## config.mk

```make
export PLATFORM = sky130hd
export DESIGN_NAME = epoch_seconds_to_calendar_date
export DESIGN_NICKNAME = d
export VERILOG_FILES = /design/src/design/esd_pkg.sv /design/src/design/esd_alu.sv /design/src/design/epoch_seconds_to_calendar_date.sv
export VERILOG_INCLUDE_DIRS = /design/src /design/src/design
export SDC_FILE = /design/constraint.sdc
export NUM_CORES = 1
export LEC_CHECK = 0
export BUFFER_PORTS_ARGS = -buffer_cell sky130_fd_sc_hd__buf_2
export CAP_MARGIN = 20
export CORE_MARGIN = 1
export CORE_UTILIZATION = 54
export DETAILED_ROUTE_END_ITERATION = 10
export PLACE_DENSITY = 0.84
export SLEW_MARGIN = 10
export SYNTH_ARGS = -nofsm -noshare
export SYNTH_HDL_FRONTEND = slang
export SYNTH_SLANG_ARGS = --single-unit
```

## constraint.sdc

```tcl
create_clock -name clk -period 6.7 [get_ports clk]
set_input_delay 1.005 -clock clk [delete_from_list [all_inputs] [get_ports clk]]
set_output_delay 1.005 -clock clk [all_outputs]
set_load 0.005 [all_outputs]
```

## src/design/epoch_seconds_to_calendar_date_assert.svh

```systemverilog
// Assertion macros for the epoch seconds to calendar date block.
// Each macro takes a label, a clock, an active-low reset, an antecedent and a consequent.
`ifndef EPOCH_SECONDS_TO_CALENDAR_DATE_ASSERT_SVH
`define EPOCH_SECONDS_TO_CALENDAR_DATE_ASSERT_SVH

`ifndef ASSERT_OFF

// Same-cycle implication.
`define ESD_ASSERT_IMPL(label, ck, rn, ante, cons) \
  label: assert property (@(posedge ck) disable iff (!(rn)) (ante) |-> (cons)) \
    else $error("assertion failed");

// Next-cycle implication.
`define ESD_ASSERT_NEXT(label, ck, rn, ante, cons) \
  label: assert property (@(posedge ck) disable iff (!(rn)) (ante) |=> (cons)) \
    else $error("assertion failed");

`else

`define ESD_ASSERT_IMPL(label, ck, rn, ante, cons)
`define ESD_ASSERT_NEXT(label, ck, rn, ante, cons)

`endif

`endif

```

## src/design/esd_pkg.sv

```systemverilog
package esd_pkg;

  localparam logic [16:0] SECS_PER_DAY   = 17'd86400;
  localparam logic [11:0] BASE_YEAR      = 12'd1970;
  localparam logic [8:0]  YEAR_DAYS      = 9'd365;
  localparam logic [8:0]  LEAP_YEAR_DAYS = 9'd366;
  localparam logic [3:0]  MONTH_LAST     = 4'd11;
  localparam logic [3:0]  DIV_STEPS_LAST = 4'd15;

  // Year residues of the base year: mod 4, mod 100, mod 400.
  localparam logic [1:0] C4_INIT   = 2'd2;
  localparam logic [6:0] C100_INIT = 7'd70;
  localparam logic [8:0] C400_INIT = 9'd370;
  localparam logic [6:0] C100_LAST = 7'd99;
  localparam logic [8:0] C400_LAST = 9'd399;

  typedef enum logic [4:0] {
    S_IDLE  = 5'b00001,
    S_DIV   = 5'b00010,
    S_YEAR  = 5'b00100,
    S_MONTH = 5'b01000,
    S_DONE  = 5'b10000
  } state_t;

  typedef enum logic [1:0] {
    OP_DIV   = 2'd0,
    OP_YEAR  = 2'd1,
    OP_MONTH = 2'd2
  } op_t;

  typedef struct packed {
    op_t        op;
    logic       leap;
    logic [3:0] month;
    logic       shift_bit;
  } alu_ctl_t;

  function automatic logic [4:0] month_len(input logic leap, input logic [3:0] mo);
    logic [4:0] len;
    case (mo)
      4'd1:                      len = leap ? 5'd29 : 5'd28;
      4'd3, 4'd5, 4'd8, 4'd10:  len = 5'd30;
      default:                   len = 5'd31;
    endcase
    return len;
  endfunction

endpackage

```

## src/design/esd_alu.sv

```systemverilog
module esd_alu (
  input  esd_pkg::alu_ctl_t ctl,
  input  logic [16:0]       acc,
  output logic [16:0]       res,
  output logic              ge
);
  import esd_pkg::*;

  logic [17:0] opa;
  logic [17:0] opb;
  logic [17:0] diff;

  // Pick the subtrahend for the step in progress.
  always_comb begin
    opa = {1'b0, acc};
    opb = '0;
    unique case (ctl.op)
      OP_DIV: begin
        opa = {acc, ctl.shift_bit};
        opb = {1'b0, SECS_PER_DAY};
      end
      OP_YEAR: begin
        opb = {9'd0, (ctl.leap ? LEAP_YEAR_DAYS : YEAR_DAYS)};
      end
      OP_MONTH: begin
        opb = {13'd0, month_len(ctl.leap, ctl.month)};
      end
      default: begin
        opb = '0;
      end
    endcase
  end

  assign diff = opa - opb;
  assign ge   = (opa >= opb);
  // Keep the difference when it fits, otherwise pass the operand through.
  assign res  = ge ? diff[16:0] : opa[16:0];

endmodule

```

## src/design/epoch_seconds_to_calendar_date.sv

```systemverilog
// Channel  Direction  Handshake           Payload
// in       input      in_valid/in_stall   in_epoch_seconds[31:0]
// out      output     out_valid/out_stall out_day_of_month[4:0], out_month_number[3:0],
//                                         out_year_number[11:0]
//
// An item runs from acceptance to result in these steps: 16 steps of the shared
// subtractor for the division by 86400, one step per elapsed year plus one that ends
// the walk (up to 137), one step per elapsed month plus one that ends it (up to 12),
// and a final step that loads the output register. Late December 2105 is the slowest input.
// The next item is accepted from the cycle after the result loads.
// Reset (synchronous, rst_n low) returns the sequencer to idle and drops out_valid.
// A stalled result holds in the output register; a new item is accepted meanwhile
// and waits at its last step until the output register frees up.
`include "epoch_seconds_to_calendar_date_assert.svh"

module epoch_seconds_to_calendar_date (
  input  logic        clk,
  input  logic        rst_n,
  input  logic        in_valid,
  output logic        in_stall,
  input  logic [31:0] in_epoch_seconds,
  output logic        out_valid,
  input  logic        out_stall,
  output logic [4:0]  out_day_of_month,
  output logic [3:0]  out_month_number,
  output logic [11:0] out_year_number
);
  import esd_pkg::*;

  state_t      st_r, st_nxt;
  logic [16:0] acc_r, acc_nxt;       // division remainder, then days left
  logic [15:0] shf_r, shf_nxt;       // dividend low bits, then quotient
  logic [3:0]  cnt_r, cnt_nxt;       // division step count
  logic [11:0] yr_r, yr_nxt;
  logic [3:0]  mo_r, mo_nxt;
  logic [1:0]  c4_r, c4_nxt;
  logic [6:0]  c100_r, c100_nxt;
  logic [8:0]  c400_r, c400_nxt;
  logic        out_valid_r, out_valid_nxt;
  logic [4:0]  day_r, day_nxt;
  logic [3:0]  mon_r, mon_nxt;
  logic [11:0] oyr_r, oyr_nxt;

  alu_ctl_t    ctl;
  logic [16:0] alu_res;
  logic        alu_ge;
  logic        leap;
  logic        in_acc;
  logic        walking;
  logic        date_ok;

  assign in_acc = in_valid && !in_stall;
  assign in_stall = (st_r != S_IDLE);

  // Leap rule from the running residues of the year.
  assign leap = ((c4_r == 2'd0) && (c100_r != 7'd0)) || (c400_r == 9'd0);

  always_comb begin
    ctl.op        = OP_DIV;
    ctl.leap      = leap;
    ctl.month     = mo_r;
    ctl.shift_bit = shf_r[15];
    unique case (st_r)
      S_YEAR:  ctl.op = OP_YEAR;
      S_MONTH: ctl.op = OP_MONTH;
      default: ctl.op = OP_DIV;
    endcase
  end

  esd_alu u_alu (
    .ctl (ctl),
    .acc (acc_r),
    .res (alu_res),
    .ge  (alu_ge)
  );

  always_comb begin
    st_nxt        = st_r;
    acc_nxt       = acc_r;
    shf_nxt       = shf_r;
    cnt_nxt       = cnt_r;
    yr_nxt        = yr_r;
    mo_nxt        = mo_r;
    c4_nxt        = c4_r;
    c100_nxt      = c100_r;
    c400_nxt      = c400_r;
    day_nxt       = day_r;
    mon_nxt       = mon_r;
    oyr_nxt       = oyr_r;
    // Drop the result once it is taken.
    out_valid_nxt = out_valid_r && out_stall;

    unique case (st_r)
      S_IDLE: begin
        if (in_acc) begin
          // High half is below 86400 already, so start the division at bit 15.
          acc_nxt  = {1'b0, in_epoch_seconds[31:16]};
          shf_nxt  = in_epoch_seconds[15:0];
          cnt_nxt  = '0;
          yr_nxt   = BASE_YEAR;
          c4_nxt   = C4_INIT;
          c100_nxt = C100_INIT;
          c400_nxt = C400_INIT;
          mo_nxt   = '0;
          st_nxt   = S_DIV;
        end
      end
      S_DIV: begin
        acc_nxt = alu_res;
        shf_nxt = {shf_r[14:0], alu_ge};
        cnt_nxt = cnt_r + 4'd1;
        if (cnt_r == DIV_STEPS_LAST) begin
          // Drop the remainder and carry the quotient, the whole days, into the walk.
          acc_nxt = {1'b0, shf_r[14:0], alu_ge};
          st_nxt  = S_YEAR;
        end
      end
      S_YEAR: begin
        acc_nxt = alu_res;
        if (alu_ge) begin
          yr_nxt   = yr_r + 12'd1;
          c4_nxt   = c4_r + 2'd1;
          c100_nxt = (c100_r == C100_LAST) ? 7'd0 : c100_r + 7'd1;
          c400_nxt = (c400_r == C400_LAST) ? 9'd0 : c400_r + 9'd1;
        end else begin
          st_nxt = S_MONTH;
        end
      end
      S_MONTH: begin
        if (alu_ge && (mo_r != MONTH_LAST)) begin
          acc_nxt = alu_res;
          mo_nxt  = mo_r + 4'd1;
        end else begin
          st_nxt = S_DONE;
        end
      end
      S_DONE: begin
        // Hold until the output register is free.
        if (!out_valid_r || !out_stall) begin
          day_nxt       = acc_r[4:0] + 5'd1;
          mon_nxt       = mo_r + 4'd1;
          oyr_nxt       = yr_r;
          out_valid_nxt = 1'b1;
          st_nxt        = S_IDLE;
        end
      end
      default: begin
        st_nxt = S_IDLE;
      end
    endcase
  end

  always_ff @(posedge clk) begin
    if (!rst_n) begin
      st_r        <= S_IDLE;
      out_valid_r <= 1'b0;
    end else begin
      st_r        <= st_nxt;
      out_valid_r <= out_valid_nxt;
    end
  end

  always_ff @(posedge clk) begin
    acc_r  <= acc_nxt;
    shf_r  <= shf_nxt;
    cnt_r  <= cnt_nxt;
    yr_r   <= yr_nxt;
    mo_r   <= mo_nxt;
    c4_r   <= c4_nxt;
    c100_r <= c100_nxt;
    c400_r <= c400_nxt;
    day_r  <= day_nxt;
    mon_r  <= mon_nxt;
    oyr_r  <= oyr_nxt;
  end

  assign out_valid        = out_valid_r;
  assign out_day_of_month = day_r;
  assign out_month_number = mon_r;
  assign out_year_number  = oyr_r;

  assign walking = (st_r == S_YEAR) || (st_r == S_MONTH);
  assign date_ok = (out_month_number >= 4'd1) && (out_month_number <= 4'd12) &&
                   (out_day_of_month != 5'd0);

  // The mod-4 residue must track the low bits of the mod-400 residue.
  `ESD_ASSERT_IMPL(a_residue_sync, clk, rst_n, walking, (c400_r[1:0] == c4_r))
  // The month walk never passes December.
  `ESD_ASSERT_IMPL(a_month_bound, clk, rst_n, (st_r == S_MONTH), (mo_r <= MONTH_LAST))
  // A fresh result carries a legal month and day.
  `ESD_ASSERT_IMPL(a_result_range, clk, rst_n, $rose(out_valid), date_ok)
  // An accepted item always starts the division.
  `ESD_ASSERT_NEXT(a_accept_div, clk, rst_n, in_acc, (st_r == S_DIV && cnt_r == 4'd0))

endmodule
```

==> results of run 1 <==
-- path summary, 6_finish.rpt --
check	start	to	slack [ps]
worst max-delay path	st_r[3]$_SDFFE_PN0P_	acc_r[9]$_DFFE_PP_	1850
worst min-delay path	yr_r[1]$_SDFFCE_PP1P_	out_year_number[1]$_DFFE_PP_	520
worst max register to register	st_r[3]$_SDFFE_PN0P_	acc_r[9]$_DFFE_PP_	1850
worst min register to register	yr_r[1]$_SDFFCE_PP1P_	out_year_number[1]$_DFFE_PP_	520
-- flip-flops by register name, indices dropped and copies added (netlist names), 4 cells and up --
signal	flops
c400_r	9
out_year_number	12
st_r	5
yr_r	12
c100_r	7
acc_r	17
out_day_of_month	5
shf_r	16
cnt_r	4
out_month_number	4
mo_r	4
-- cell families after synthesis --
family	count (synthesis)	share of synthesized area, %
adders and majority gates	26	5.61
AOI/OAI and AO/OA	128	14.8
xor gates and xnor gates	38	5.61
DFF	98	48.6
buffers and inverters	51	3.75
muxes	14	2.51
and+or+nand+nor	233	19.1
-- through the flow --
stage	cell area, µm²	hold slack, ps	setup slack [ps]	std cells	power [mW]
CTS	6540	516	1890	776	1.57
global route	6550	531	1600	777	1.64
detailed placement	6330	494	1920	761	1.16
global placement	6330	480	2130	761	1.15
finish	6550	519	1850	777	1.58
floorplan	5930	448	26.4	588	1.07
-- layout make-up --
cell class / count / area, µm²
clock buffer: 11 / 131
clock inverter: 4 / 77.6
fill: 819 / 3960
inverter: 24 / 90.1
multi-input combinational: 439 / 2850
sequential: 98 / 2880
tap: 136 / 170
timing repair buffer: 65 / 347
-- synthesized netlist by cell type (all sizes together) (2+ instances only) --
| cell | n |
|---|---|
| nand3b | 5 |
| a221o | 2 |
| mux2i | 7 |
| nand2b | 8 |
| o221ai | 3 |
| o41ai | 2 |
| nand2 | 79 |
| o21a | 3 |
| nand4 | 4 |
| xor2 | 18 |
| nor4 | 3 |
| or2 | 4 |
| and3 | 11 |
| o22ai | 2 |
| nor2 | 57 |
| o31ai | 2 |
| o31a | 2 |
| clkbuf | 15 |
| nand3 | 20 |
| and2 | 6 |
| a21boi | 4 |
| o21ai | 37 |
| a21oi | 27 |
| a21o | 2 |
| edfxtp | 92 |
| nor2b | 8 |
| xnor2 | 20 |
| ha | 25 |
| a31oi | 5 |
| inv | 24 |
| or3 | 3 |
| a22oi | 14 |
| mux2 | 7 |
| nor3 | 12 |
| or4 | 2 |
| nor3b | 5 |
| dfxtp | 6 |
| buf | 12 |
| o211ai | 4 |
| nor4b | 2 |
| a211o | 3 |
| a211oi | 6 |
| o2bb2ai | 2 |
-- layer usage --
layer | share of wire (%) | GRT usage, %
met4 | 1.8 | 9.49
met3 | 5.0 | 3.47
met1 | 44 | 33.7
met5 | 0 | 0
met2 | 49 | 39.9
-- worst max-delay path, cell delays in order, from the launching register on --
cell and delay, ps:
dfxtp_1 360, or3_1 440, nor3b_2 230, inv_1 290, ha_1 320, buf_4 250, mux2_2 330, ha_1 390
or3b_1 380, a211oi_2 230, a22oi_2 110, o2bb2ai_4 200, nand2b_2 320, a21oi_1 160, a211oi_2 210, buf_4 290
-- where the power goes --
group          switching (mW)  leakage, nW  internal (mW)  total [mW]
logic                   0.220         1.52          0.146       0.366
registers              0.0558        0.872          0.734       0.790
clock network           0.211        0.104          0.210       0.421
total                   0.487         2.50           1.09        1.58
==> reports/metrics.yaml, run 1 <==
status: "completed"
grt_max_degree: 37
yosysUniqueCellTypes: 70
routed_wl_um: 13500
die-height_um: 107
drt_first_iter_violations: 447
cts.hold.buffers_added: 0
fmax_mhz: 206
rsz0062_at_grt: "no"
post_cts_buffers: 0
synth-seq-area-share_pct: 48.6
worst_pin_slew_ps: 938
layout_commonest_cell: "edfxtp_1"
antenna_found_initial: 0
grt_usage_pct: 24.7
syn_inst: 588
dpl.hpwl_um: 9900
cts.sinks: 98
syn_area_mm2: 0.00593
skew_ps: 17.9
firstDrtPassIters: 6
worst_hold_path_type: "reg -> reg"
clk_path_buf_depth: 2
syn2layout_area_growth_pct: 10.4
synth_ff_type: "edfxtp_1"
start_util_pct: 56.4
nets: 699
pwr_density_cell_mw_per_mm2: 241
grt_pass1_vias: 4374
cts_max_level: 3
synth-edff-count: 92
layout_common_cells: "edfxtp_1 (92), nand2_1 (79), buf_2 (58)"
yosys.area.top_type: "edfxtp_1"
ir_worst_vdd_mv: 0.145
ys.warnings.count: 0
cts_root_buf: "clkbuf_8"
diodes: 0
die-area_mm2: 0.0114
setup_tns_ps: 0
rr_worst_depth: 15
max_cap_viol_count: 0
ys_ff_latch: 98
criticalPathCategory: "reg -> reg"
cts_tree: "yes"
synthDominantCellAreaShare_pct: 46.6
drive_gt1_share_pct: 16.7
place.gp.congestion: 0.904
hold_viol: 0
syn_nets: 650
drc: 0
slew_headroom_pct: 37.2
period_share_pct: 72.4
io_buffer_count: 58
clk_pin_slew_worst_paths_ps: 100
endpoint_kind: "register"
clkLatencyLatePin_ps: 390
syn_avg_cell_area_um2: 10.1
maxSlewViolCount: 0
critPathMaxFanout: 36
cp.arrival_ps: 4920
io_pins: 59
ant_nets: 0
startpoint_type: "register"
rows: 37
via_per_inst: 5.97
core_mm2: 0.0105
post_cts_resized: 0
ys_top_cells_by_area: "edfxtp_1 (47%), ha_1 (5.3%), nand2_1 (5.0%)"
wl_per_cell_um: 17.4
finalSetupViolations: 0
die_w_um: 107
gr-total-overflow: 0
p_leak_nw: 2.50
numCtsBuffers: 9
required_ps: 6770
synth-async-reset-ratio_pct: 0
utilization_pct: 62.3
hold_path_depth: 0
vias: 4641
grt_pass1_wl_um: 21700
layout_min_cycle_time_ps: 4850
Note: power is estimated with default switching activity, not from simulation.
==> run 2, diff against run 1 <==
- CORE_UTILIZATION: 54 -> 60
- PLACE_DENSITY: 0.84 -> 0.88
- clock period: 6.7 -> 4.5 ns (I/O delays scaled with it)
==> reports/metrics.yaml, run 2 (synthesis gave the netlist of run 1 again) <==
status: "completed"
ir_worst_vdd_mv: 0.235  # +62%
path_delay_family: "simple AND/OR/NAND/NOR gates"
cts.sinks: 98  # unchanged
nFillCells: 660  # -19%
rows: 35  # -5.4%
worst_pin_slew_ps: 892  # -46.0 ps
finalSetupViolations: 0  # unchanged
die-height_um: 101  # -5.0%
top_regs: "acc_r (17), shf_r (16)"
max_cap_viol_count: 0  # unchanged
crit_start: "st_r[0]$_SDFFE_PN1P_"
io_buffer_count: 58  # unchanged
maxSlewViolCount: 0  # unchanged
dpl.hpwl_um: 10200  # +2.8%
firstDrtPassIters: 5  # -1
clk_path_buf_depth: 2  # unchanged
placedCellCount: 758  # -0.39%
wl_per_cell_um: 18.2  # +4.4%
grt_usage_pct: 28.3  # +3.6 points
required_ps: 4560  # -2210 ps
diodes: 0  # unchanged
startpoint_type: "register"
critPathMaxFanout: 17  # -53%
layout_common_cells: "edfxtp_1 (92), nand2_1 (79), buf_2 (58)"
nets: 708  # +1.3%
fin_cells: 780  # +0.39%
setup_slack_ps: 223  # -1620 ps
fmax_mhz: 234  # +13%
place.gp.congestion: 0.934  # +3.3%
ant_nets: 0  # unchanged
cts_tree: "yes"
cts_root_buf: "clkbuf_8"
gr-total-overflow: 0  # unchanged
path_cells: "or3_4, nor3b_4, inv_2, ha_2, mux2_4, ha_4, or3b_1, a211oi_2, a22oi_2, o2bb2ai_4, nand2b_4, buf_12, a21oi_4, a211oi_4, buf_4"
die_w_um: 101  # -5.0%
syn2layout_area_growth_pct: 13.8
reg2reg_to: "acc_r[13]$_DFFE_PP_"
antenna_found_initial: 0  # unchanged
crit_cells: 15  # unchanged
largest_reg_flops: 17  # unchanged
vias: 4807  # +3.6%
largest-register: "acc_r"
numCtsBuffers: 9  # unchanged
slew_headroom_pct: 40.3  # +3.1 points
grt_pass1_wl_um: 22400  # +3.0%
critical_path_buf_inv_count: 3  # unchanged
via_per_inst: 6.16  # +3.2%
clkLatencyLatePin_ps: 370  # -20 ps
worstReg2RegStart: "st_r[0]$_SDFFE_PN1P_"
hold_ws_ps: 512  # -7.56 ps
crit_end: "acc_r[13]$_DFFE_PP_"
start_util_pct: 63.0  # +6.6 points
worst_hold_path_type: "reg -> reg"
dp_slack_ps: 226  # -1700 ps
clk_pin_slew_worst_paths_ps: 110  # about the same
crit_path_top_delay_cell: "or3_4"
skew_ps: 16.2  # -1.65 ps
drt_first_iter_violations: 416  # -6.9%
criticalPathCategory: "reg -> reg"
cp.arrival_ps: 4340  # -580 ps
grt_pass1_vias: 4558  # +4.2%
p_leak_nw: 2.57  # +3.0%
drive_gt1_share_pct: 19.8  # +3.1 points
routed_wl_um: 14200  # +4.8%
period_share_pct: 95.0  # +23 points
max_stage_delay_ps: 400  # -40 ps
hold_viol: 0  # unchanged
pwr_density_cell_mw_per_mm2: 355  # +47%
core_mm2: 0.00942  # -10%
regToRegSetupSlack_ps: 220  # -1620 ps
io_pins: 59  # unchanged
drc: 0  # unchanged
die-area_mm2: 0.0103  # -9.8%
layout_min_cycle_time_ps: 4280  # -576 ps
grt_max_degree: 31  # -16%
rr_worst_depth: 15  # unchanged
layout_commonest_cell: "edfxtp_1"
endpoint_kind: "register"
cts_max_level: 3  # unchanged
-- run 2: changes by cell type in the layout (fill, tap and decap cells not counted), sizes merged --
cell / previous run / this run
buf: 65 / 73
bufinv: 2 / 1
clkbuf: 11 / 9
clkinvlp: 0 / 1
inv: 24 / 27
nor2b: 8 / 9
-- run 2: power by group --
part           internal, mW  switching, mW  total (mW)
Combinational         0.253          0.348       0.602
Sequential             1.09         0.0871        1.18
Clock                 0.274          0.339       0.613
-- run 2: worst min path at each step --
stage / start / endpoint / slack [ps] / cells past startpoint
after floorplan: yr_r[11]$_SDFFCE_PP0P_ / out_year_number[11]$_DFFE_PP_ / 450 / 0
after global placement: yr_r[11]$_SDFFCE_PP0P_ / out_year_number[11]$_DFFE_PP_ / 470 / 0
after detailed placement: yr_r[5]$_SDFFCE_PP1P_ / out_year_number[5]$_DFFE_PP_ / 490 / 0
after CTS: yr_r[11]$_SDFFCE_PP0P_ / out_year_number[11]$_DFFE_PP_ / 510 / 0
after global routing: yr_r[11]$_SDFFCE_PP0P_ / out_year_number[11]$_DFFE_PP_ / 520 / 0
final: yr_r[5]$_SDFFCE_PP1P_ / out_year_number[5]$_DFFE_PP_ / 510 / 0
-- run 2: metal layers --
metal	part of all wire [%]	track usage, %	vias to the layer above	wire length, µm
met1	40	37.1	2284	5690
met2	49	46.3	228	6960
met4	2.8	11.3	0	390
met5	0	0	-	0
met3	8.0	5.80	41	1130
li1	-	-	2254	-
-- run 2: area by class of cell --
type,count,area [µm²],area share (%)
clock buffer,9,124,1.84
inverter,24,90.1,1.33
sequential,98,2880,42.7
tap,129,161,2.39
timing repair buffer,73,435,6.45
clock inverter,7,96.3,1.43
multi-input combinational,440,2960,43.9
-- run 2: what timing repair did --
| action | CTS | global route |
|---|---|---|
| resized for setup | 0 | 2 |
| setup endpoints to repair | 0 | 12 |
| hold buffers | 0 | 0 |
| buffers inserted | 0 | 4 |
-- run 2: per-stage QoR --
stage               power, mW  TNS [ps]  instance area, µm²  util [%]
floorplan                1.61         0                6070         -
global placement         1.73         0                6450      68.5
detailed placement       1.76         0                6450      68.5
CTS                      2.36         0                6670      70.9
global route             2.49     -11.7                6750      71.7
finish                   2.40         0                6750      71.7
